==> src/design/imse_pkg.sv <==
`timescale 1ns / 1ps
// ----------------------------------------------------------------------------
// imse_pkg
// Shared types, constants and helpers of the image MSE and PSNR block.
// ----------------------------------------------------------------------------
package imse_pkg;

   localparam int SIDE_W      = 13;
   localparam int CNT_W       = 25;
   localparam int SUM_W       = 40;
   localparam int LOG_W       = 38;
   localparam int MSE_W       = 24;
   localparam int PSNR_W      = 16;
   localparam int QUEUE_DEPTH = 4;

   localparam logic [SIDE_W-1:0] MAX_SIDE      = 13'd4096;
   localparam logic [SIDE_W-1:0] WIDTH_RESET   = 13'd640;
   localparam logic [SIDE_W-1:0] HEIGHT_RESET  = 13'd480;
   localparam logic [CNT_W-1:0]  TOTAL_RESET   = 25'd307200;
   localparam logic [15:0]       PEAK_SQ       = 16'd65025;
   localparam logic [29:0]       DB_PER_LOG2   = 30'd808071242;
   localparam logic [PSNR_W-1:0] PSNR_IDENT    = 16'hFF00;
   localparam logic [PSNR_W-1:0] PSNR_MAX      = 16'h7FFF;
   localparam logic [MSE_W-1:0]  MSE_MAX       = 24'hFFFFFF;

   localparam logic REG_WIDTH  = 1'b0;
   localparam logic REG_HEIGHT = 1'b1;

   typedef struct packed {
      logic [CNT_W-1:0] n;
      logic [SUM_W-1:0] s;
   } job_type;

   typedef struct packed {
      logic valid;
      logic full;
   } queue_status_type;

   function automatic logic [SIDE_W-1:0] side_clamp(input logic [SIDE_W-1:0] v);
      logic [SIDE_W-1:0] r;
      r = v;
      if (v == '0) r = 13'd1;
      else if (v > MAX_SIDE) r = MAX_SIDE;
      return r;
   endfunction

endpackage

==> src/design/imse_queue.sv <==
`timescale 1ns / 1ps
// ----------------------------------------------------------------------------
// imse_queue
// Short queue of finished image totals between the front and back parts.
// ----------------------------------------------------------------------------
module imse_queue import imse_pkg::*; (
   input  logic             clock,
   input  logic             reset,
   input  logic             push,
   input  job_type          push_data,
   input  logic             pop,
   output job_type          pop_data,
   output queue_status_type status
);

   localparam int PTR_W = $clog2(QUEUE_DEPTH);

   job_type            entry_ff [QUEUE_DEPTH];
   logic [PTR_W-1:0]   wr_ptr_ff, wr_ptr_in, rd_ptr_ff, rd_ptr_in;
   logic [PTR_W:0]     count_ff, count_in;
   logic               do_push, do_pop;

   assign status.valid = (count_ff != '0);
   assign status.full  = (count_ff == QUEUE_DEPTH[PTR_W:0]);
   assign do_push      = push & ~status.full;
   assign do_pop       = pop & status.valid;
   assign pop_data     = entry_ff[rd_ptr_ff];

   always_comb begin
      wr_ptr_in = do_push ? wr_ptr_ff + 1'b1 : wr_ptr_ff;
      rd_ptr_in = do_pop ? rd_ptr_ff + 1'b1 : rd_ptr_ff;
      count_in  = count_ff + {{PTR_W{1'b0}}, do_push} - {{PTR_W{1'b0}}, do_pop};
   end

   always_ff @(posedge clock) begin
      if (do_push) begin
         entry_ff[wr_ptr_ff] <= push_data;
      end
   end

   always_ff @(posedge clock) begin
      if (reset) begin
         wr_ptr_ff <= '0;
         rd_ptr_ff <= '0;
         count_ff  <= '0;
      end else begin
         wr_ptr_ff <= wr_ptr_in;
         rd_ptr_ff <= rd_ptr_in;
         count_ff  <= count_in;
      end
   end

endmodule

==> config.mk <==
export PLATFORM = sky130hd
export DESIGN_NAME = imse_queue
export DESIGN_NICKNAME = d
export VERILOG_FILES = /design/src/design/imse_pkg.sv /design/src/design/imse_queue.sv
export SDC_FILE = /design/constraint.sdc
export NUM_CORES = 1
export LEC_CHECK = 0
export ABC_AREA = 1
export BUFFER_PORTS_ARGS = -buffer_cell sky130_fd_sc_hd__buf_2
export CORE_MARGIN = 2
export CORE_UTILIZATION = 55
export DETAILED_ROUTE_END_ITERATION = 8
export PLACE_DENSITY = 0.76
export SKIP_LAST_GASP = 1
export SLEW_MARGIN = 5
export SYNTH_ARGS = -nofsm -noshare
export SYNTH_HDL_FRONTEND = slang
export SYNTH_SLANG_ARGS = --single-unit
==> constraint.sdc <==
create_clock -name clock -period 10 [get_ports clock]
set_input_delay 0 -clock clock [delete_from_list [all_inputs] [get_ports clock]]
set_output_delay 0 -clock clock [all_outputs]
set_load 0.01 [all_outputs]
Word-level counts from Yosys, hierarchy flattened

Memory sizes are Yosys's and may differ from the RTL's. A register that Yosys moved wholly into a read port is not among the register bits.
Index checks and enable logic that the tools add are counted.

Add/subtract/negate cells: 4
Equal/unequal tests: 1
Muxes and demuxes: 4
Bitwise operators: 3
Reductions and logical operators: 1

Operators by type and width:

| kind                                        | count |
|---|---|
| adder 2 x 1 -> 2 bit, second input constant | 2 |
| two-way mux 2 bit                           | 2 |
| adder 3 x 1 -> 3 bit                        | 1 |
| equality test 3 bit, second input constant  | 1 |
| nonzero test 3 bit                          | 1 |
| subtractor 3 x 1 -> 3 bit                   | 1 |
| bitwise AND 1 bit                           | 2 |
| two-way mux 1 bit                           | 2 |
| inverter 1 bit                              | 1 |

Bits in registers: 7
Memory bits (writable): 260
Input bits: 69
Output and inout port bits: 67
Memories: 1

Memories:

| memory   | depth | width | read ports | clocked after Yosys merged registers in | write ports | line             | RTL |
|---|---|---|---|---|---|---|---|
| entry_ff | 4     | 65    | 1          | 1                                       | 1           | imse_queue.sv:18 | `job_type entry_ff [QUEUE_DEPTH];` |

Logic depth before layout (Yosys ltp)

Depth in word-level cells: 5
Depth in mapped cells: 10
Mapped depth without buffers: 10

Worst setup path before layout

No wires, ideal clock.

Kind: reg-to-reg
Start: register count_ff[1]
End: memory entry_ff[0][0] (netlist name), enable pin
Library setup time: 0.488 ns
Data arrival time: 3.450 ns
Setup slack: 6.062 ns
Stages on the path, launching flop included: 5
Path buffers: 0
Cells stage by stage: dfxtp_1 -> nor2_1 -> nand2_1 -> nand2_1 -> nor2_1

Word-level cells in the longest chain between the ends: 5

RTL lines:

| what                                    | line             | RTL |
|---|---|---|
| start: declaration                      | imse_queue.sv:20 | `logic [PTR_W:0] count_ff, count_in;` |
| start signal: assignment                | imse_queue.sv:49 | `count_ff <= count_in;` |
| equality test 3 bit                     | imse_queue.sv:24 | `assign status.full = (count_ff == QUEUE_DEPTH[PTR_W:0]);` |
| inverter 1 bit                          | imse_queue.sv:25 | `assign do_push = push & ~status.full;` |
| bitwise AND 1 bit                       | imse_queue.sv:25 |  |
| two-way mux 1 bit                       | imse_queue.sv:36 | `if (do_push) begin` |
| two-way mux 1 bit (implied by the code) | imse_queue.sv:37 | `entry_ff[wr_ptr_ff] <= push_data;` |
| end: declaration                        | imse_queue.sv:18 |  |

Every way passes these cells.

==> results.sh <==
export IMPL_drtAntennaViolNets=0
export IMPL_endpoint="pop_data[61]"
export IMPL_cp_top_family="buffers and inverters"
export IMPL_tightest_slew_ns=1.104
export IMPL_critical_path_required_ns=10.00
export IMPL_die_area_um2=20090
export IMPL_ctsHoldBuffers=68
export IMPL_cts_htree_levels=1
export IMPL_fin_crit_sh_pct=30.51
export IMPL_drive_gt1_share_pct=25.44
export IMPL_start_util_pct=55.96
export IMPL_cp_max_fo=89
export IMPL_power_total_uw=3034
export IMPL_fin_crit_ns=3.051
export IMPL_reg2reg_from="count_ff[1]"
export IMPL_end_kind="output pin"
export IMPL_overflow=0
export IMPL_via_per_inst=5.534
export IMPL_route_detailed_drc=0
export IMPL_post_cts_setup_buffer_count=0
export IMPL_slowest_stage="buf_4"
export IMPL_drv_slew=0
export IMPL_root_buffer="clkbuf_16"
export IMPL_drt_iter0_markers=352
export IMPL_drv_cap=0
export IMPL_clk_pin_slew_ns=0.06
export IMPL_gp_congestion=0.7564
export IMPL_nets=968
export IMPL_setup_viol=0
export IMPL_ys_seq_area_share_pct=76.57
export IMPL_critPathBufInv=3
export IMPL_r2r_cells=10
export IMPL_syn_nets=771
export IMPL_portBuffers=135
export IMPL_slew_limit_headroom_pct=26.38
export IMPL_status="complete, no violations"
export IMPL_grt_max_degree=93
export IMPL_fillerInstances=1254
export IMPL_fin_skew_ns=0.01197
export IMPL_hold_class="in -> reg"
export IMPL_antenna_found_initial=3
export IMPL_vias=6336
export IMPL_clkLatencyLatePin_ns=0.51
export IMPL_die_h_um=141.7
export IMPL_fin_util_pct=67.95
export IMPL_fmax_mhz=327.7
export IMPL_place_ws_ns=7.553
export IMPL_routed_wl_um=21120
export IMPL_areaGrowthSynthToFinish_pct=21.43
export IMPL_power_density_nw_per_um2=239.5
export IMPL_postSynthAreaPerCell_um2=15.01
export IMPL_grt_pass1_vias=6304
export IMPL_ys_warnings_count=0
export IMPL_synth_cell_types=23
export IMPL_holdWs_ns=0.2173
export IMPL_start_kind="flip-flop"
export IMPL_post_dp_hpwl_um=10930
export IMPL_rsz0062_at_grt="false"
export IMPL_synthesis_area_um2=10430
export IMPL_tns_ns=0
export IMPL_final_hold_viol_count=0
export IMPL_slowest_delay_ns=0.82
export IMPL_die_w_um=141.7
export IMPL_worst_slack_ns=6.949
export IMPL_num_io_pins=136
export IMPL_crit_arrival_ns=3.05
export IMPL_wl_per_cell_um=18.45
export IMPL_cts_tree="yes"
export IMPL_grtUsageTotal_pct=20.94
export IMPL_path_depth=5
export IMPL_dr_pass1_iters=7
export IMPL_cts_max_path_buffers=3
export IMPL_worstPathCellList="inv_6 -> buf_4 -> o21ai_0 -> o22ai_1 -> buf_2"
export IMPL_regToRegEndpoint="count_ff[2]"
export IMPL_rows=50
export IMPL_critPathKind="reg -> out"
export IMPL_grt_first_pass_wirelength_um=32800
export IMPL_synth_seq_cells=269
export IMPL_irDropWorstVdd_v=0.0002309
export IMPL_leakagePower_uw=0.004465
export IMPL_cts_resized=0
export IMPL_core_area_um2=18640
export IMPL_cts_sinks=269
export IMPL_reg2reg_slack_ns=7.66
export IMPL_cts_buffers=26
export IMPL_netlist_instances=695
==> logic make-up after synthesis <==
group	Yosys count	synth area share [%]
AND/OR/NAND/NOR	158	7.160
adder cells (fa/ha/maj)	7	0.9115
buffers and inverters	59	3.466
AO/OA/AOI/OAI	202	11.90
flip-flops	269	76.57
==> worst min path at each step <==
stage,depth (start not counted),slack [ns],endpoint,from
floorplan,1,0.07,count_ff[1],reset
global placement,2,0.19,count_ff[1],reset
detailed placement,2,0.20,count_ff[1],reset
CTS,3,0.20,count_ff[1],reset
global route,3,0.22,count_ff[1],reset
finish,3,0.22,count_ff[0],reset
==> final cells by class <==
| cell class | instances | area, µm² | share of cell area, % |
|---|---|---|---|
| sequential | 269 | 7993 | 63.09 |
| multi-input combinational | 367 | 2113 | 16.68 |
| timing repair buffer | 211 | 1416 | 11.18 |
| clock buffer | 31 | 690.7 | 5.452 |
| tap | 234 | 292.8 | 2.311 |
| clock inverter | 13 | 86.33 | 0.6815 |
| inverter | 17 | 68.82 | 0.5432 |
| antenna | 3 | 7.507 | 0.05926 |
==> tightest hold or removal path, delay by kind of cell <==
kind	cells	cell delay, ns
AND/OR/NAND/NOR	1	0.04
buffers and inverters	2	0.64
==> Yosys cell counts <==
master    number  share of area (%)
buf_4          1              0.072
o21ai_2        5               0.42
dfxtp_1        9                1.7
o22ai_1       45                2.7
nand3_1        3               0.14
nor2_1       123                4.4
inv_1         15               0.54
a21boi_0       2               0.14
nor2_4        20                2.2
o21ai_0       91                4.4
inv_6          1              0.084
inv_2          1              0.036
o21ai_1       35                1.7
ha_1           6               0.72
buf_2         12               0.58
edfxtp_1     260                 75
o22ai_2       20                2.4
buf_12         3               0.58
buf_6          9               0.97
clkbuf_1      17               0.61
nand2_1       12               0.43
a21oi_1        4               0.19
fa_1           1               0.19
==> layout by cell type, fill, tap and decap left out, drive strengths merged, types with 2 or more instances in the layout <==
cell type	n
nand3	3
buf	143
dlygate4sd3	68
ha	6
clkinv	11
edfxtp	260
a21boi	2
o21ai	131
a21oi	4
o22ai	65
nand2	12
clkbuf	31
inv	17
dfxtp	9
diode	3
nor2	143
==> routing by layer <==
layer / share of wire, % / wire length [µm] / vias up / GRT usage [%]
li1: - / - / 2986 / -
met4: 1.7 / 366 / 0 / 6.211
met5: 0 / 0 / - / 0
met3: 6.7 / 1408 / 30 / 4.286
met1: 42 / 8874 / 3109 / 27.64
met2: 50 / 10470 / 211 / 35.59
==> state kept, by name, indices dropped and copies added (netlist names), named ones only <==
signal	cells
count_ff	3
rd_ptr_ff	2
entry_ff	260
wr_ptr_ff	2
==> through the flow <==
| stage | instance area (µm²) | instances |
|---|---|---|
| 5_1_grt | 12670 | 1144 |
| 6_report | 12670 | 1145 |
| 2_1_floorplan | 10430 | 695 |
| 4_1_cts | 12660 | 1142 |
| 3_3_place_gp | 11200 | 1030 |
| 3_5_place_dp | 11200 | 1030 |
==> report_power, final <==
part	leakage, µW	total (µW)	internal, µW	switching, µW
Clock	0.000383	888	513	375
Sequential	0.00246	1420	1380	44.0
Combinational	0.00163	726	247	478
Total	0.00446	3030	2140	897
Note: power is estimated with default switching activity, not from simulation.
