<file path="src/design/imse_pkg.sv">
`timescale 1ns / 1ps
// ----------------------------------------------------------------------------
// imse_pkg
// Shared types, constants and helpers of the image MSE and PSNR block.
// ----------------------------------------------------------------------------
package imse_pkg;

   localparam int SIDE_W      = 13;
   localparam int CNT_W       = 25;
   localparam int SUM_W       = 40;
   localparam int LOG_W       = 38;
   localparam int MSE_W       = 24;
   localparam int PSNR_W      = 16;
   localparam int QUEUE_DEPTH = 4;

   localparam logic [SIDE_W-1:0] MAX_SIDE      = 13'd4096;
   localparam logic [SIDE_W-1:0] WIDTH_RESET   = 13'd640;
   localparam logic [SIDE_W-1:0] HEIGHT_RESET  = 13'd480;
   localparam logic [CNT_W-1:0]  TOTAL_RESET   = 25'd307200;
   localparam logic [15:0]       PEAK_SQ       = 16'd65025;
   localparam logic [29:0]       DB_PER_LOG2   = 30'd808071242;
   localparam logic [PSNR_W-1:0] PSNR_IDENT    = 16'hFF00;
   localparam logic [PSNR_W-1:0] PSNR_MAX      = 16'h7FFF;
   localparam logic [MSE_W-1:0]  MSE_MAX       = 24'hFFFFFF;

   localparam logic REG_WIDTH  = 1'b0;
   localparam logic REG_HEIGHT = 1'b1;

   typedef struct packed {
      logic [CNT_W-1:0] n;
      logic [SUM_W-1:0] s;
   } job_type;

   typedef struct packed {
      logic valid;
      logic full;
   } queue_status_type;

   function automatic logic [SIDE_W-1:0] side_clamp(input logic [SIDE_W-1:0] v);
      logic [SIDE_W-1:0] r;
      r = v;
      if (v == '0) r = 13'd1;
      else if (v > MAX_SIDE) r = MAX_SIDE;
      return r;
   endfunction

endpackage

</file>
<file path="src/design/imse_stream_if.sv">
`timescale 1ns / 1ps
// ----------------------------------------------------------------------------
// imse_stream_if
// Valid/ready channels for pixel pairs and for image results.
// ----------------------------------------------------------------------------
interface imse_req_if;
   logic       valid;
   logic       ready;
   logic [7:0] pixel_a;
   logic [7:0] pixel_b;
   modport source (output valid, output pixel_a, output pixel_b, input ready);
   modport sink   (input valid, input pixel_a, input pixel_b, output ready);
endinterface


</file>
<file path="src/design/imse_front.sv">
`timescale 1ns / 1ps
// ----------------------------------------------------------------------------
// imse_front
// Size registers and the per-word accumulator of squared differences.
// ----------------------------------------------------------------------------
module imse_front import imse_pkg::*; (
   input  logic             clock,
   input  logic             reset,
   input  logic             psel,
   input  logic             penable,
   input  logic             pwrite,
   input  logic [2:0]       paddr,
   input  logic [31:0]      pwdata,
   output logic [31:0]      prdata,
   imse_req_if.sink         req_if,
   input  queue_status_type q_status,
   output logic             q_push,
   output job_type          q_data
);

   logic [SIDE_W-1:0] width_ff, width_in, height_ff, height_in;
   logic [CNT_W-1:0]  total_ff, total_in;
   logic [SUM_W-1:0]  sum_ff, sum_in, sum_add;
   logic [CNT_W-1:0]  cnt_ff, cnt_in, cnt_add;
   logic [7:0]        diff;
   logic [15:0]       sq;
   logic [25:0]       prod;
   logic              wr, accept, done;

   assign wr     = psel & penable & pwrite;
   assign prdata = (paddr[2] == REG_HEIGHT) ? {19'd0, height_ff} : {19'd0, width_ff};

   always_comb begin
      width_in  = width_ff;
      height_in = height_ff;
      prod      = {1'b0, side_clamp(width_ff)} * {13'd0, side_clamp(height_ff)};
      if (wr && paddr[2] == REG_WIDTH) begin
         width_in = pwdata[SIDE_W-1:0];
         prod     = {1'b0, side_clamp(pwdata[SIDE_W-1:0])} * {13'd0, side_clamp(height_ff)};
      end else if (wr && paddr[2] == REG_HEIGHT) begin
         height_in = pwdata[SIDE_W-1:0];
         prod      = {1'b0, side_clamp(width_ff)} * {13'd0, side_clamp(pwdata[SIDE_W-1:0])};
      end
      total_in = prod[CNT_W-1:0];
   end

   assign req_if.ready = ~q_status.full;
   assign accept       = req_if.valid & req_if.ready;
   assign diff         = (req_if.pixel_a > req_if.pixel_b) ? req_if.pixel_a - req_if.pixel_b
                                                           : req_if.pixel_b - req_if.pixel_a;
   assign sq           = {8'd0, diff} * {8'd0, diff};
   assign sum_add      = sum_ff + {24'd0, sq};
   assign cnt_add      = cnt_ff + 25'd1;
   assign done         = (cnt_add != '0) && (cnt_add >= total_ff);
   assign q_push       = accept & done;
   assign q_data       = '{n: cnt_add, s: sum_add};

   always_comb begin
      sum_in = sum_ff;
      cnt_in = cnt_ff;
      if (accept) begin
         sum_in = done ? '0 : sum_add;
         cnt_in = done ? '0 : cnt_add;
      end
   end

   always_ff @(posedge clock) begin
      if (reset) begin
         width_ff  <= WIDTH_RESET;
         height_ff <= HEIGHT_RESET;
         total_ff  <= TOTAL_RESET;
         sum_ff    <= '0;
         cnt_ff    <= '0;
      end else begin
         width_ff  <= width_in;
         height_ff <= height_in;
         total_ff  <= total_in;
         sum_ff    <= sum_in;
         cnt_ff    <= cnt_in;
      end
   end

endmodule

</file>
<file path="src/flat_wrapper.sv">
// flat-port wrapper written by rule: the top's interface ports become plain ports
module imse_front_flat import imse_pkg::*;
  (clock, reset, psel, penable, pwrite, paddr, pwdata, prdata, q_status, q_push, q_data, req_if_valid, req_if_pixel_a, req_if_pixel_b, req_if_ready);
  imse_req_if req_if_i ();
  input  logic clock;
  input  logic reset;
  input  logic psel;
  input  logic penable;
  input  logic pwrite;
  input  logic [2:0] paddr;
  input  logic [31:0] pwdata;
  output logic [31:0] prdata;
  input  queue_status_type q_status;
  output logic q_push;
  output job_type q_data;
  input wire logic [$bits(req_if_i.valid)-1:0] req_if_valid;
  input wire logic [$bits(req_if_i.pixel_a)-1:0] req_if_pixel_a;
  input wire logic [$bits(req_if_i.pixel_b)-1:0] req_if_pixel_b;
  output wire logic [$bits(req_if_i.ready)-1:0] req_if_ready;
  assign req_if_i.valid = req_if_valid;
  assign req_if_i.pixel_a = req_if_pixel_a;
  assign req_if_i.pixel_b = req_if_pixel_b;
  assign req_if_ready = req_if_i.ready;
  imse_front u_core (.clock(clock), .reset(reset), .psel(psel), .penable(penable), .pwrite(pwrite), .paddr(paddr), .pwdata(pwdata), .prdata(prdata), .req_if(req_if_i), .q_status(q_status), .q_push(q_push), .q_data(q_data));
endmodule
</file>
<file path="config.mk">
export PLATFORM = sky130hd
export DESIGN_NAME = imse_front_flat
export DESIGN_NICKNAME = d
export VERILOG_FILES = /design/src/design/imse_pkg.sv /design/src/design/imse_stream_if.sv /design/src/design/imse_front.sv /design/src/flat_wrapper.sv
export SDC_FILE = /design/constraint.sdc
export NUM_CORES = 2
export LEC_CHECK = 0
export BUFFER_PORTS_ARGS = -buffer_cell sky130_fd_sc_hd__buf_2
export CORE_ASPECT_RATIO = 0.7
export CORE_UTILIZATION = 50
export DETAILED_ROUTE_END_ITERATION = 10
export GPL_ROUTABILITY_DRIVEN = 0
export HOLD_SLACK_MARGIN = 0.06
export PLACE_DENSITY_LB_ADDON = 0.12
export SYNTH_ARGS = -nofsm -noshare
export SYNTH_HDL_FRONTEND = slang
export SYNTH_SLANG_ARGS = --single-unit
</file>
<file path="constraint.sdc">
create_clock -name clock -period 9.4 [get_ports clock]
set_input_delay 0.94 -clock clock [delete_from_list [all_inputs] [get_ports clock]]
set_output_delay 0.94 -clock clock [all_outputs]
set_load 0.01 [all_outputs]
</file>
# After elaboration in Yosys (flattened, before gate mapping)
# Index checks and enable logic that the tools add are counted.
[classes] mux=18 n_bitwise=7 n_addsub=4 multipliers=4 eq_ne=0 reduce_logical=8 shifts=0 n_lt_le_gt_ge=5 n_div=0
[op_table] operator="$mux W13" n=13
[op_table] operator="$mul A13 B13 Y25" n=3
[op_table] operator="$mux W25" n=3
[op_table] operator="$add A40 B16 Y40" n=1
[op_table] operator="$mux W40" n=1
[op_table] operator="$gt A13 B13 Y1 const B" n=3
[op_table] operator="$logic_not A13 Y1" n=3
[op_table] operator="$add A25 B1 Y25 const B" n=1
[op_table] operator="$ge A25 B25 Y1" n=1
[op_table] operator="$reduce_bool A25 Y1" n=1
[op_table] operator="$mul A8 B8 Y16" n=1
[op_table] operator="$sub A8 B8 Y8" n=2
[op_table] operator="$gt A8 B8 Y1" n=1
[op_table] operator="$mux W8" n=1
[op_table] operator="$and A1 B1 Y1" n=4
[op_table] operator="$logic_and A1 B1 Y1" n=3
[op_table] operator="$not A1 Y1" n=3
[op_table] operator="$reduce_and A2 Y1" n=1
[word_totals] regBits=116 in_bits=59 ramBits=0 romBits=0 out_inout_bits=99 latch_bits=0 wordCells=51 mem_count=0

# Depth between registers and ports, before layout
[logic_depth] ltp_word=8 ltp_mapped=33 mapped_depth_nobuf=32

# Worst setup path after synthesis
# No wires, ideal clock.
[synth_timing] path_kind="input to output" from="input req_if_pixel_a[0]" to="output q_data[38] in the netlist's numbering" n_path_buf=3 slack_ps=423 path_stages=30 arrival_time_ps=8037 required_time_ps=8460 path_cell_list="inv_1 > ha_1 > inv_1 > fa_1 > a21o_1 > a21oi_1 > o211ai_1 > nand2_1 > mux2_2 > o21ba_2 > o21ai_0 > xnor2_1 > clkbuf_1 > or2_2 > fa_1 > inv_1 > fa_1 > fa_1 > inv_1 > fa_1 > inv_1 > ha_1 > o311a_1 > a21o_1 > a211oi_1 > or2_2 > clkbuf_1 > clkbuf_1 > nor3_1 > xor2_1"
[synth_lines] element="start: declaration" line="flat_wrapper.sv:17" source="input wire logic [$bits(req_if_i.pixel_a)-1:0] req_if_pixel_a;"
[synth_lines] element="end: declaration" line="flat_wrapper.sv:15" source="output job_type q_data;"

==> summary.txt <==
Yosys
  • Yosys warns: 0
  • Seq cells post-synth: 116
  • Main synth FF type: dfxtp_1
  • Cells after Synth: 3240
  • Mapped Area: 26000 um2
  • Yosys top cell area share: 30.9%
  • Cell taking the most area after synthesis: fa_1
  • Netlist cell types: 74
  • Post-synth ARST share: 0%
  • Post-synth EDFFs: 0
  • Post-synthesis sequential area ratio: 8.94%
  • Synth top area cells: fa_1 (31%), ha_1 (14%), inv_1 (9.6%)
  • Post-synthesis average cell area: 8.01 um2

Setup path
  • Startpoint types: primary input
  • Worst Setup Path Type: in -> out
  • FF-to-FF path depth: 22
  • CP max-delay cell: fa_1
  • R2R Setup Slk: 1770 ps
  • RR Startpoint: u_core.width_ff[12]$_SDFFE_PP0P_
  • Critical R2R Capture: u_core.total_ff[21]$_SDFF_PP0_
  • CP peak stage delay: 550 ps
  • CP arrival: 8050 ps
  • Critical Path End Type: output pin
  • Worst-path maximum fanout: 15
  • Critical Path RT: 8460 ps

Finish
  • Area Overhead vs Synth: 7.58%
  • Non-Filler Instances: 3980
  • Nets: 4039
  • Fin util: 54.7%
  • Final Cell Area: 27900 um2
  • Layout cells sized above 1: 8.44%
  • Fill count: 4874

Timing
  • Peak Freq: 0.111 GHz
  • Slew Limit Fails: 0
  • Crit path time final: 8990 ps
  • Slew margin rel.: 17.1%
  • Final Skew: 9.44 ps
  • Crit share post-route: 95.6%
  • PnR worst setup slack: 410 ps
  • Hold slack final: 464 ps
  • Setup_tns: 0 ps
  • Final setup fails: 0
  • Final hold violations: 0
  • Worst slew pin tran: 1240 ps

Drt
  • Vias per cell: 5.54
  • Wirelength, routed: 80.2 mm
  • DRT Pass-1 Iters: 9
  • DRT iter0 DRCs: 2032
  • Number of remaining DRC errors: 6
  • Via count: 22.1k
  • DR WL/cell: 20.2 um
  • Routed Antenna Nets: 0

Die
  • Initial Util: 50.9%
  • Ports: 158
  • Rows: 69
  • Core Area: 51000 um2
  • Die W: 274 um
  • Die footprint: 52900 um2
  • Die Y: 193 um

Global routing
  • Largest net degree at the start of global routing: 58
  • Initial antenna violation count: 2
  • First-pass GRT wire length: 125 mm
  • Vias in the first global route: 22.4k
  • Total Routing Usage GR: 31.3%
  • Grt total ovfl: 0

Hold path
  • Hold path cells: 2
  • HP Class: reg -> reg
  • Min-delay src: u_core.sum_ff[0]$_SDFFE_PP0P_
  • WHS Endpoint: u_core.sum_ff[0]$_SDFFE_PP0P_

CTS
  • CTS clock-pin slew for the worst setup and hold paths: 60 ps
  • CTS Buffer Depth: 2
  • CTS buffer count: 17
  • CTS tree: yes
  • Clk Tree Root Cell: clkbuf_16
  • CTS Sinks: 116
  • Hold buffers post-CTS: 0
  • Clock Latency Late Sink: 430 ps
  • H-tree depth: 4

Power
  • P_leak: 14.4 nW
  • VDD IR max: 0.420 mV
  • Power per Cell Area: 164 nW/um2
  • Total power: 4.57 mW

Status
  • Failing checks: DRC
  • Status: finished, violations left

Placed design
  • I/O Buffers: 116
  • Placed cells: 3944
  • Placed cell areas: 27300 um2
  • Detailed placement HPWL: 63.5 mm
  • Worst Setup Slack post-DPL: 289 ps

Flow run
  • Max-cap violation count: 0
-- critical path: cells and delay by family --
kind	cells	cell delay [ps]
adder cells (fa/ha/maj)	6	2650
AND/OR/NAND/NOR	8	2270
XOR/XNOR	1	140
buffers and inverters	7	650
AO/OA/AOI/OAI	6	1370
-- area by class of cell --
cell class	instances	area (um2)	area share, %
Antenna cell	1	2.50	0.00896
Clock buffer	20	447	1.60
Clock inverter	12	154	0.551
Inverter	662	2480	8.90
Multi-Input combinational cell	2305	20500	73.5
Sequential cell	116	2320	8.32
Tap cell	674	843	3.02
Timing Repair Buffer	190	1150	4.11
-- state kept, by name (all words and copies together) (netlist names) --
register,cells
u_core.cnt_ff,25
u_core.sum_ff,40
u_core.total_ff,25
u_core.width_ff,13
u_core.height_ff,13
-- what timing repair did --
item | CTS | global route
resized for setup | 0 | 7
setup endpoints to repair | 0 | 17
buffers inserted | 0 | 3
-- synth_stat cells (50+ instances only) --
cell type and n:
o21ai_0 57, dfxtp_1 116, ha_1 287, clkbuf_1 136, nand2_1 422, xor2_1 50, fa_1 401, nand3_1 53
nor2_1 316, xnor2_1 108, inv_1 662, a21oi_1 103
-- cells by family (layout without fill, tap and decap cells) --
kind of cell	count (synthesis)	count (layout)	synth area share (%)
AO/OA/AOI/OAI	362	362	9.29
XOR/XNOR	158	158	5.33
adder cells (fa/ha/maj)	688	688	44.7
buffers and inverters	837	884	12.5
flip-flops	116	116	8.94
multiplexers	27	27	1.11
other	1	20	0.0144
AND/OR/NAND/NOR	1051	1051	18.1
-- routing by layer --
| layer | vias up | wire [um] | track usage (%) |
|---|---|---|---|
| li1 | 10100 | - | - |
| met1 | 10800 | 36300 | 46.2 |
| met2 | 992 | 33000 | 45.0 |
| met3 | 146 | 8860 | 7.90 |
| met4 | 4 | 2010 | 8.29 |
| met5 | - | 60 | 0.658 |
-- power by group --
part	internal [mW]	switching (mW)	leakage (nW)	total (mW)
clock network	0.424	0.250	0.287	0.674
registers	0.527	0.0213	0.942	0.548
logic	1.35	2.01	13.1	3.35
total	2.30	2.28	14.4	4.57
-- worst max path at each step --
| stage | slack [ps] | endpoint | cells past startpoint | startpoint |
|---|---|---|---|---|
| 2_1_floorplan | 420 | q_data[38] | 30 | req_if_pixel_a[0] |
| 3_3_place_gp | 380 | q_data[27] | 31 | req_if_pixel_a[0] |
| 3_5_place_dp | 290 | q_data[34] | 31 | req_if_pixel_a[0] |
| 4_1_cts | 230 | q_data[34] | 31 | req_if_pixel_a[0] |
| 5_1_grt | -20 | q_data[27] | 30 | req_if_pixel_b[7] |
| 6_report | 410 | q_data[27] | 28 | req_if_pixel_b[5] |
-- layout by cell type (no fill, tap or decap), types with 9 or more instances in the layout --
| cell | synthesis | final |
|---|---|---|
| buf_4 | 20 | 73 |
| mux2_2 | 15 | 15 |
| a31oi_1 | 9 | 9 |
| nor4_1 | 19 | 19 |
| nand3_1 | 53 | 52 |
| dfxtp_1 | 116 | 114 |
| nor2_1 | 316 | 315 |
| mux2i_1 | 12 | 12 |
| conb_1 | 1 | 19 |
| o21bai_1 | 9 | 9 |
| clkbuf_16 | 0 | 17 |
| and2_1 | 45 | 45 |
| or2_2 | 11 | 10 |
| nand3b_1 | 9 | 9 |
| nand4_1 | 19 | 19 |
| a21o_1 | 41 | 41 |
| nor2b_1 | 45 | 33 |
| a211oi_1 | 34 | 34 |
| buf_2 | 12 | 116 |
| o21a_1 | 12 | 12 |
| inv_1 | 662 | 662 |
| and3_1 | 12 | 12 |
| o21ai_0 | 57 | 56 |
| nor3_1 | 27 | 27 |
| xor2_1 | 50 | 50 |
| or3_1 | 12 | 12 |
| xnor2_1 | 108 | 106 |
| o211ai_1 | 11 | 11 |
| nand2b_1 | 43 | 43 |
| ha_1 | 287 | 287 |
| nor2b_2 | 0 | 12 |
| nand2_1 | 422 | 422 |
| a21oi_1 | 103 | 103 |
| fa_1 | 401 | 401 |
| a22o_1 | 23 | 23 |
Note: power is estimated with default switching activity, not from simulation.
