<file path="config.mk">
export PLATFORM = sky130hd
export DESIGN_NAME = imse_back_flat
export DESIGN_NICKNAME = d
export VERILOG_FILES = /design/src/design/imse_pkg.sv /design/src/design/imse_stream_if.sv /design/src/design/imse_back.sv /design/src/flat_wrapper.sv
export SDC_FILE = /design/constraint.sdc
export NUM_CORES = 2
export LEC_CHECK = 0
export BUFFER_PORTS_ARGS = -buffer_cell sky130_fd_sc_hd__buf_4
export CORE_ASPECT_RATIO = 1.4
export CORE_MARGIN = 2
export CORE_UTILIZATION = 25
export DETAILED_ROUTE_END_ITERATION = 10
export PLACE_DENSITY_LB_ADDON = 0.12
export SKIP_CTS_REPAIR_TIMING = 1
export SYNTH_ARGS = -nofsm -noshare
export SYNTH_HDL_FRONTEND = slang
export SYNTH_SLANG_ARGS = --single-unit
</file>
<file path="constraint.sdc">
create_clock -name clock -period 9.52 [get_ports clock]
set_input_delay 1.428 -clock clock [delete_from_list [all_inputs] [get_ports clock]]
set_output_delay 1.428 -clock clock [all_outputs]
set_load 0.02 [all_outputs]
</file>
<file path="src/design/imse_pkg.sv">
`timescale 1ns / 1ps
// ----------------------------------------------------------------------------
// imse_pkg
// Shared types, constants and helpers of the image MSE and PSNR block.
// ----------------------------------------------------------------------------
package imse_pkg;

   localparam int SIDE_W      = 13;
   localparam int CNT_W       = 25;
   localparam int SUM_W       = 40;
   localparam int LOG_W       = 38;
   localparam int MSE_W       = 24;
   localparam int PSNR_W      = 16;
   localparam int QUEUE_DEPTH = 4;

   localparam logic [SIDE_W-1:0] MAX_SIDE      = 13'd4096;
   localparam logic [SIDE_W-1:0] WIDTH_RESET   = 13'd640;
   localparam logic [SIDE_W-1:0] HEIGHT_RESET  = 13'd480;
   localparam logic [CNT_W-1:0]  TOTAL_RESET   = 25'd307200;
   localparam logic [15:0]       PEAK_SQ       = 16'd65025;
   localparam logic [29:0]       DB_PER_LOG2   = 30'd808071242;
   localparam logic [PSNR_W-1:0] PSNR_IDENT    = 16'hFF00;
   localparam logic [PSNR_W-1:0] PSNR_MAX      = 16'h7FFF;
   localparam logic [MSE_W-1:0]  MSE_MAX       = 24'hFFFFFF;

   localparam logic REG_WIDTH  = 1'b0;
   localparam logic REG_HEIGHT = 1'b1;

   typedef struct packed {
      logic [CNT_W-1:0] n;
      logic [SUM_W-1:0] s;
   } job_type;

   typedef struct packed {
      logic valid;
      logic full;
   } queue_status_type;

   function automatic logic [SIDE_W-1:0] side_clamp(input logic [SIDE_W-1:0] v);
      logic [SIDE_W-1:0] r;
      r = v;
      if (v == '0) r = 13'd1;
      else if (v > MAX_SIDE) r = MAX_SIDE;
      return r;
   endfunction

endpackage

</file>
<file path="src/design/imse_stream_if.sv">


interface imse_rsp_if;
   logic               valid;
   logic               ready;
   logic [23:0]        mse_q8;
   logic signed [15:0] psnr_q8;
   logic               identical;
   modport source (output valid, output mse_q8, output psnr_q8, output identical,
                   input ready);
   modport sink   (input valid, input mse_q8, input psnr_q8, input identical,
                   output ready);
endinterface

</file>
<file path="src/design/imse_back.sv">
`timescale 1ns / 1ps
// ----------------------------------------------------------------------------
// imse_back
// Per-image sequencer: MSE by restoring division, PSNR by two log2 passes.
// ----------------------------------------------------------------------------
module imse_back import imse_pkg::*; (
   input  logic             clock,
   input  logic             reset,
   input  queue_status_type q_status,
   input  job_type          q_data,
   output logic             q_pop,
   imse_rsp_if.source       rsp_if
);

   localparam logic [3:0] S_IDLE  = 4'd0;
   localparam logic [3:0] S_SCALE = 4'd1;
   localparam logic [3:0] S_DIV   = 4'd2;
   localparam logic [3:0] S_NORM  = 4'd3;
   localparam logic [3:0] S_LOG   = 4'd4;
   localparam logic [3:0] S_DIFF  = 4'd5;
   localparam logic [3:0] S_MUL   = 4'd6;
   localparam logic [3:0] S_DONE  = 4'd7;

   logic [3:0]        state_ff, state_in;
   logic [CNT_W-1:0]  n_ff, n_in;
   logic [SUM_W-1:0]  s_ff, s_in;
   logic [SUM_W-1:0]  x_ff, x_in;
   logic [47:0]       dvd_ff, dvd_in;
   logic [CNT_W-1:0]  rem_ff, rem_in;
   logic [5:0]        it_ff, it_in;
   logic [SUM_W-1:0]  norm_ff, norm_in;
   logic [5:0]        e_ff, e_in;
   logic [31:0]       m_ff, m_in, frac_ff, frac_in, frac_nx;
   logic              sel_ff, sel_in;
   logic [LOG_W-1:0]  lx_ff, lx_in, ly_ff, ly_in;
   logic [29:0]       dq_ff, dq_in;
   logic [MSE_W-1:0]  mse_ff, mse_in;
   logic [PSNR_W-1:0] psnr_ff, psnr_in;
   logic              ident_ff, ident_in;
   logic              rv_ff, rv_in;
   logic [23:0]       omse_ff, omse_in;
   logic [15:0]       opsnr_ff, opsnr_in;
   logic              oident_ff, oident_in;
   logic [25:0]       rem_t;
   logic [63:0]       sq;
   logic [59:0]       pm;
   logic [40:0]       xs;

   assign rem_t = {rem_ff, dvd_ff[47]};
   assign sq    = {32'd0, m_ff} * {32'd0, m_ff};
   assign pm    = {30'd0, dq_ff} * {30'd0, DB_PER_LOG2};
   assign xs    = {25'd0, PEAK_SQ} * {16'd0, n_ff};
   assign frac_nx = {frac_ff[30:0], sq[63]};

   assign rsp_if.valid     = rv_ff;
   assign rsp_if.mse_q8    = omse_ff;
   assign rsp_if.psnr_q8   = opsnr_ff;
   assign rsp_if.identical = oident_ff;

   always_comb begin
      state_in = state_ff;
      n_in = n_ff; s_in = s_ff; x_in = x_ff;
      dvd_in = dvd_ff; rem_in = rem_ff; it_in = it_ff;
      norm_in = norm_ff; e_in = e_ff; m_in = m_ff; frac_in = frac_ff;
      sel_in = sel_ff; lx_in = lx_ff; ly_in = ly_ff; dq_in = dq_ff;
      mse_in = mse_ff; psnr_in = psnr_ff; ident_in = ident_ff;
      rv_in = rv_ff & ~rsp_if.ready;
      omse_in = omse_ff; opsnr_in = opsnr_ff; oident_in = oident_ff;
      q_pop = 1'b0;
      unique case (state_ff)
         S_IDLE: begin
            if (q_status.valid) begin
               q_pop = 1'b1;
               n_in  = q_data.n;
               s_in  = q_data.s;
               if (q_data.s == '0) begin
                  mse_in   = '0;
                  psnr_in  = PSNR_IDENT;
                  ident_in = 1'b1;
                  state_in = S_DONE;
               end else begin
                  ident_in = 1'b0;
                  state_in = S_SCALE;
               end
            end
         end
         S_SCALE: begin
            x_in     = xs[SUM_W-1:0];
            dvd_in   = {s_ff, 8'd0};
            rem_in   = '0;
            it_in    = 6'd47;
            state_in = S_DIV;
         end
         S_DIV: begin
            if (rem_t >= {1'b0, n_ff}) begin
               rem_in = rem_t[CNT_W-1:0] - n_ff;
               dvd_in = {dvd_ff[46:0], 1'b1};
            end else begin
               rem_in = rem_t[CNT_W-1:0];
               dvd_in = {dvd_ff[46:0], 1'b0};
            end
            it_in = it_ff - 6'd1;
            if (it_ff == '0) begin
               mse_in   = (dvd_in[47:24] != '0) ? MSE_MAX : dvd_in[23:0];
               norm_in  = x_ff;
               e_in     = 6'd39;
               sel_in   = 1'b0;
               state_in = S_NORM;
            end
         end
         S_NORM: begin
            if (norm_ff[SUM_W-1]) begin
               m_in     = norm_ff[39:8];
               frac_in  = '0;
               it_in    = 6'd31;
               state_in = S_LOG;
            end else begin
               norm_in = {norm_ff[SUM_W-2:0], 1'b0};
               e_in    = e_ff - 6'd1;
            end
         end
         S_LOG: begin
            m_in    = sq[63] ? sq[63:32] : sq[62:31];
            frac_in = frac_nx;
            it_in   = it_ff - 6'd1;
            if (it_ff == '0) begin
               if (!sel_ff) begin
                  lx_in    = {e_ff, frac_nx};
                  norm_in  = s_ff;
                  e_in     = 6'd39;
                  sel_in   = 1'b1;
                  state_in = S_NORM;
               end else begin
                  ly_in    = {e_ff, frac_nx};
                  state_in = S_DIFF;
               end
            end
         end
         S_DIFF: begin
            dq_in    = (lx_ff > ly_ff) ? lx_ff[37:8] - ly_ff[37:8]
                                         - {29'd0, (lx_ff[7:0] < ly_ff[7:0])} : '0;
            state_in = S_MUL;
         end
         S_MUL: begin
            psnr_in  = pm[59] ? PSNR_MAX : (pm[58:44] > 15'h7FFF ? PSNR_MAX
                                                                : {1'b0, pm[58:44]});
            state_in = S_DONE;
         end
         S_DONE: begin
            if (!rv_ff || rsp_if.ready) begin
               rv_in     = 1'b1;
               omse_in   = mse_ff;
               opsnr_in  = psnr_ff;
               oident_in = ident_ff;
               state_in  = S_IDLE;
            end
         end
         default: state_in = S_IDLE;
      endcase
   end

   always_ff @(posedge clock) begin
      n_ff <= n_in; s_ff <= s_in; x_ff <= x_in;
      dvd_ff <= dvd_in; rem_ff <= rem_in; it_ff <= it_in;
      norm_ff <= norm_in; e_ff <= e_in; m_ff <= m_in; frac_ff <= frac_in;
      sel_ff <= sel_in; lx_ff <= lx_in; ly_ff <= ly_in; dq_ff <= dq_in;
      mse_ff <= mse_in; psnr_ff <= psnr_in; ident_ff <= ident_in;
      omse_ff <= omse_in; opsnr_ff <= opsnr_in; oident_ff <= oident_in;
   end

   always_ff @(posedge clock) begin
      if (reset) begin
         state_ff <= S_IDLE;
         rv_ff    <= 1'b0;
      end else begin
         state_ff <= state_in;
         rv_ff    <= rv_in;
      end
   end

endmodule

</file>
<file path="src/flat_wrapper.sv">
// flat-port wrapper written by rule: the top's interface ports become plain ports
module imse_back_flat import imse_pkg::*;
  (clock, reset, q_status, q_data, q_pop, rsp_if_valid, rsp_if_mse_q8, rsp_if_psnr_q8, rsp_if_identical, rsp_if_ready);
  imse_rsp_if rsp_if_i ();
  input  logic clock;
  input  logic reset;
  input  queue_status_type q_status;
  input  job_type q_data;
  output logic q_pop;
  output wire logic [$bits(rsp_if_i.valid)-1:0] rsp_if_valid;
  output wire logic [$bits(rsp_if_i.mse_q8)-1:0] rsp_if_mse_q8;
  output wire logic [$bits(rsp_if_i.psnr_q8)-1:0] rsp_if_psnr_q8;
  output wire logic [$bits(rsp_if_i.identical)-1:0] rsp_if_identical;
  input wire logic [$bits(rsp_if_i.ready)-1:0] rsp_if_ready;
  assign rsp_if_valid = rsp_if_i.valid;
  assign rsp_if_mse_q8 = rsp_if_i.mse_q8;
  assign rsp_if_psnr_q8 = rsp_if_i.psnr_q8;
  assign rsp_if_identical = rsp_if_i.identical;
  assign rsp_if_i.ready = rsp_if_ready;
  imse_back u_core (.clock(clock), .reset(reset), .q_status(q_status), .q_data(q_data), .q_pop(q_pop), .rsp_if(rsp_if_i));
endmodule
</file>
# Word-level counts from Yosys, hierarchy flattened
# Cells that the tools add are included.
# totals
ff_bits	487
latch_bits	0
mem_bits_rw	0
mem_bits_ro	0
input_bits	70
out_inout_bits	43
wordCells	127
mem_count	0
# classes
n_addsub	5
multipliers	3
div	0
order_cmp	4
eq_ne	15
shifts	0
muxes	48
n_bitwise	3
n_reduce_logical	26
# ops
cell	count
$mux 40	4
$pmux 40 s3	1
$mux 24	4
$pmux 48 s2	1
$mul 32x32->64	1
$mux 32	2
$pmux 32 s2	1
$pmux 31 s2	1
$mul 30x29->59 const B	1
$pmux 25 s2	1
$mux 16	3
$mux 48	1
$pmux 24 s2	1
$logic_not 40->1	1
$mul 16x25->40 const A	1
$gt 38x38->1	1
$pmux 6 s3	2
$pmux 16 s2	1
$pmux 4 s8	1
$mux 31	1
$mux 6	5
$sub 30x1->30	1
$sub 30x30->30	1
$ge 26x25->1	1
other kinds (29)	66

# Longest topological paths before layout
# logic_depth
depth_word	7
depth_mapped	33
depth_no_buf	32

# Worst setup path after synthesis
# OpenSTA, ideal clock, no wires.
# synth_path
path_kind	register to register
start	reg u_core.m_ff[13]
end	reg u_core.m_ff[28] (data pin)
setup_ns	0.261
arrival_time_ns	7.797
required_ns	9.259
slack_ns	1.462
stages_incl_launch_ff	29
n_path_buf	3
synth_period_minus_slack_ns	8.058
cell_sequence	edfxtp_1 clkbuf_1 clkbuf_1 and2_1 fa_1 fa_1 inv_1 fa_1 fa_1 fa_1 inv_1 fa_1 fa_1 inv_1 fa_1 inv_1 ha_1 a211oi_2 nor2_1 o311ai_0 a31oi_1 o21bai_2 a211oi_2 a211oi_4 a21oi_4 xnor2_4 inv_4 buf_6 a221o_1
# synth_between
elab_chain_len	3
# synth_lines
element	line	text
from (decl)	imse_back.sv:33	logic [31:0] m_ff, m_in, frac_ff, frac_in, frac_nx;
from (signal assigned)	imse_back.sv:165	norm_ff <= norm_in; e_ff <= e_in; m_ff <= m_in; frac_ff <= frac_in;
$mul 32x32->64	imse_back.sv:50	assign sq = {32'd0, m_ff} * {32'd0, m_ff};
$mux 32	imse_back.sv:123	m_in = sq[63] ? sq[63:32] : sq[62:31];
$pmux 32 s2	imse_back.sv:70	unique case (state_ff)
named net u_core.m_in[28]	imse_back.sv:33	
# The timed path passes the listed nets, and every way through them passes these cells.
# A chain may end at the register's enable or synchronous reset.

# Final worst setup path
# layout_path
start	reg u_core.m_ff[23]
end	reg u_core.m_ff[9] (data pin)
# Same word-level chain as after synthesis.

==> results.toml <==
[run_status]
status = "complete, no violations"

[synth]
synth_top_area_share = 0.3286
synth_top_family_by_area = "adder cells"
synthDistinctLibCells = 86
synthAdderAreaFrac = 0.4929
mappedNetlistArea_mm2 = 0.06580
synth-async-reset-ratio = 0
synth_xor_area_frac = 0.02436
synthFlopType = "edfxtp_1"
syn_inst = 6329
synth_most_common_cell = "inv_1"
synth_compound_area_frac = 0.05988
synth_top_area_cell = "fa_1"
synth_edf_count = 482
ys_seq_elements = 486
synthMuxAreaShare = 0.003062
syn_avg_cell_area_um2 = 10.40
yosys_warnings = 0
yosysSeqAreaShare = 0.2212
synth.area.top_cells = "fa_1 33%, edfxtp_1 22%, ha_1 16%"
ys_top_cells_by_count = "1693 x inv_1, 1080 x fa_1, 864 x ha_1, 527 x nand2_1, 482 x edfxtp_1"
synthSimpleGateAreaFrac = 0.09206
synth_nets = 8343

[final_layout]
fillerInstances = 27510
drive_gt1_frac = 0.06428
area_growth_pct = 12.07
num-nets-final = 8515
seqCellArea_mm2 = 0.01455
multi_input_area_mm2 = 0.04429

[critical_path]
critPathTopFamily = "adder cells"
worstPathRequired_ns = 9.92
setup.worst_path.class = "reg -> reg"
critical_path_buf_inv_count = 6
max_stage_delay_ns = 1.01
slowest_stage = "edfxtp_1"
path_max_fanout = 9
end_kind = "register"
worstPathArrival_ns = 9.57
path_common_cell = "fa_1"
cp-start-kind = "register"

[global_routing]
grt_max_degree = 64
antenna_found_initial = 9
grt_use_total = 0.1480
overflow = 0
grt_pass1_vias = 48440
grt_first_pass_wirelength_um = 298000

[clocking]
cts_root_buf = "clkbuf_16"
clkSinkCount = 486
cts.path.max_buffers = 3
clk_pin_slew_ns = 0.06
cts_tree = "done"
htreeDepth = 2
numCtsBuffers = 60
clkLatencyLatePin_ns = 0.67

[sta]
worst_slew_margin_rel = 0.2542
max_freq_ghz = 0.1091
final.min_clock_period_ns = 9.164
finalCritPeriodShare = 0.9626
tns_ns = 0
worstMarginPinSlew_ns = 1.116
fin_skew_ns = 0.05560
finalHoldViolCount = 0
slew_viol_final = 0
rsz0062_at_grt = "false"
setup_viol = 0

[hold_path]
hold_path_class = "reg -> reg"

[floorplanning]
die_x_um = 437.6
num_rows = 222
dieArea_mm2 = 0.2674
ios = 113
die_height_um = 611.0
core_area_mm2 = 0.2614
initial_core_util = 0.2517

[route]
drt_iter0_markers = 1851
drc_errors = 0
firstDrtPassIters = 6
antenna_left = 0
post_drt_wl_per_cell_um = 19.43
num_vias = 42490
wirelength_um = 194700
vias_per_cell = 4.240

[place]
routabilityCongestion = 0.8284
post-dp-hpwl_um = 163400
portBuffers = 111

[flow_run]
maxCapViolCount = 0
cell families after synthesis:
family                   Yosys count
buffers and inverters           1858
AND/OR/NAND/NOR                 1262
flip-flops                       486
multiplexers                      20
XOR/XNOR                         180
adder cells (fa/ha/maj)         1944
AO/OA/AOI/OAI                    579
state kept, by name (all words and copies together), names as in the netlist, 25 cells and up:
name	count
u_core.x_ff	40
u_core.s_ff	40
u_core.rem_ff	25
u_core.ly_ff	38
u_core.lx_ff	38
u_core.norm_ff	40
u_core.m_ff	32
u_core.dvd_ff	48
u_core.dq_ff	30
u_core.n_ff	25
u_core.frac_ff	31
path summary, 6_finish.rpt:
| path | startpoint | to | slack, ns | cells after the start |
|---|---|---|---|---|
| max | u_core.m_ff[23]$_DFFE_PP_ | u_core.m_ff[9]$_DFFE_PP_ | 0.36 | 26 |
| min | u_core.mse_ff[13]$_SDFFCE_PN0P_ | u_core.rsp_if.mse_q8[13]$_DFFE_PP_ | 0.42 | 0 |
| max reg2reg | u_core.m_ff[23]$_DFFE_PP_ | u_core.m_ff[9]$_DFFE_PP_ | 0.36 | 26 |
| min reg2reg | u_core.mse_ff[13]$_SDFFCE_PN0P_ | u_core.rsp_if.mse_q8[13]$_DFFE_PP_ | 0.42 | 0 |
cell type report:
type | instances | area share
flip-flops and latches | 486 | 0.1974
repair buffers | 271 | 0.03064
clock inverters | 39 | 0.004717
multi-input cells | 3985 | 0.6007
well taps | 3472 | 0.05891
diodes | 1 | 0.00003394
inverters | 1697 | 0.08642
clock buffers | 71 | 0.02121
placed cells by master, fill, tap and decap left out, drive strengths merged, types with 49 or more instances in the layout:
| cell type | count |
|---|---|
| a21o | 66 |
| a21oi | 171 |
| and2 | 238 |
| and3 | 60 |
| buf | 271 |
| clkbuf | 71 |
| edfxtp | 482 |
| fa | 1080 |
| ha | 864 |
| inv | 1700 |
| nand2 | 529 |
| nand3 | 49 |
| nor2 | 195 |
| o21ai | 98 |
| xnor2 | 107 |
| xor2 | 73 |
stage by stage:
| stage | setup slack (ns) | utilization | hold WS (ns) | cell area [um2] | instances |
|---|---|---|---|---|---|
| 2_1_floorplan | 1.462 | - | 0.4003 | 65800 | 6329 |
| 3_3_place_gp | 0.2584 | 0.2748 | 0.4058 | 71820 | 9911 |
| 3_5_place_dp | 0.2062 | 0.2748 | 0.4045 | 71820 | 9911 |
| 4_1_cts | 0.2906 | 0.2821 | 0.4184 | 73730 | 10020 |
| 5_1_grt | 0.03534 | 0.2821 | 0.4226 | 73730 | 10020 |
| 6_report | 0.3559 | 0.2821 | 0.4166 | 73740 | 10020 |
metal layers:
metal	up-vias	global-route usage	share of wire
met3	137	0.009718	0.019
met2	451	0.2955	0.57
li1	20190	-	-
met5	-	0	0.000041
met4	2	0.03072	0.022
met1	21710	0.1695	0.39
Power is left out: the tool's default activity adds up to more than one toggle a clock period on the data nets, which glitch-free logic cannot reach.
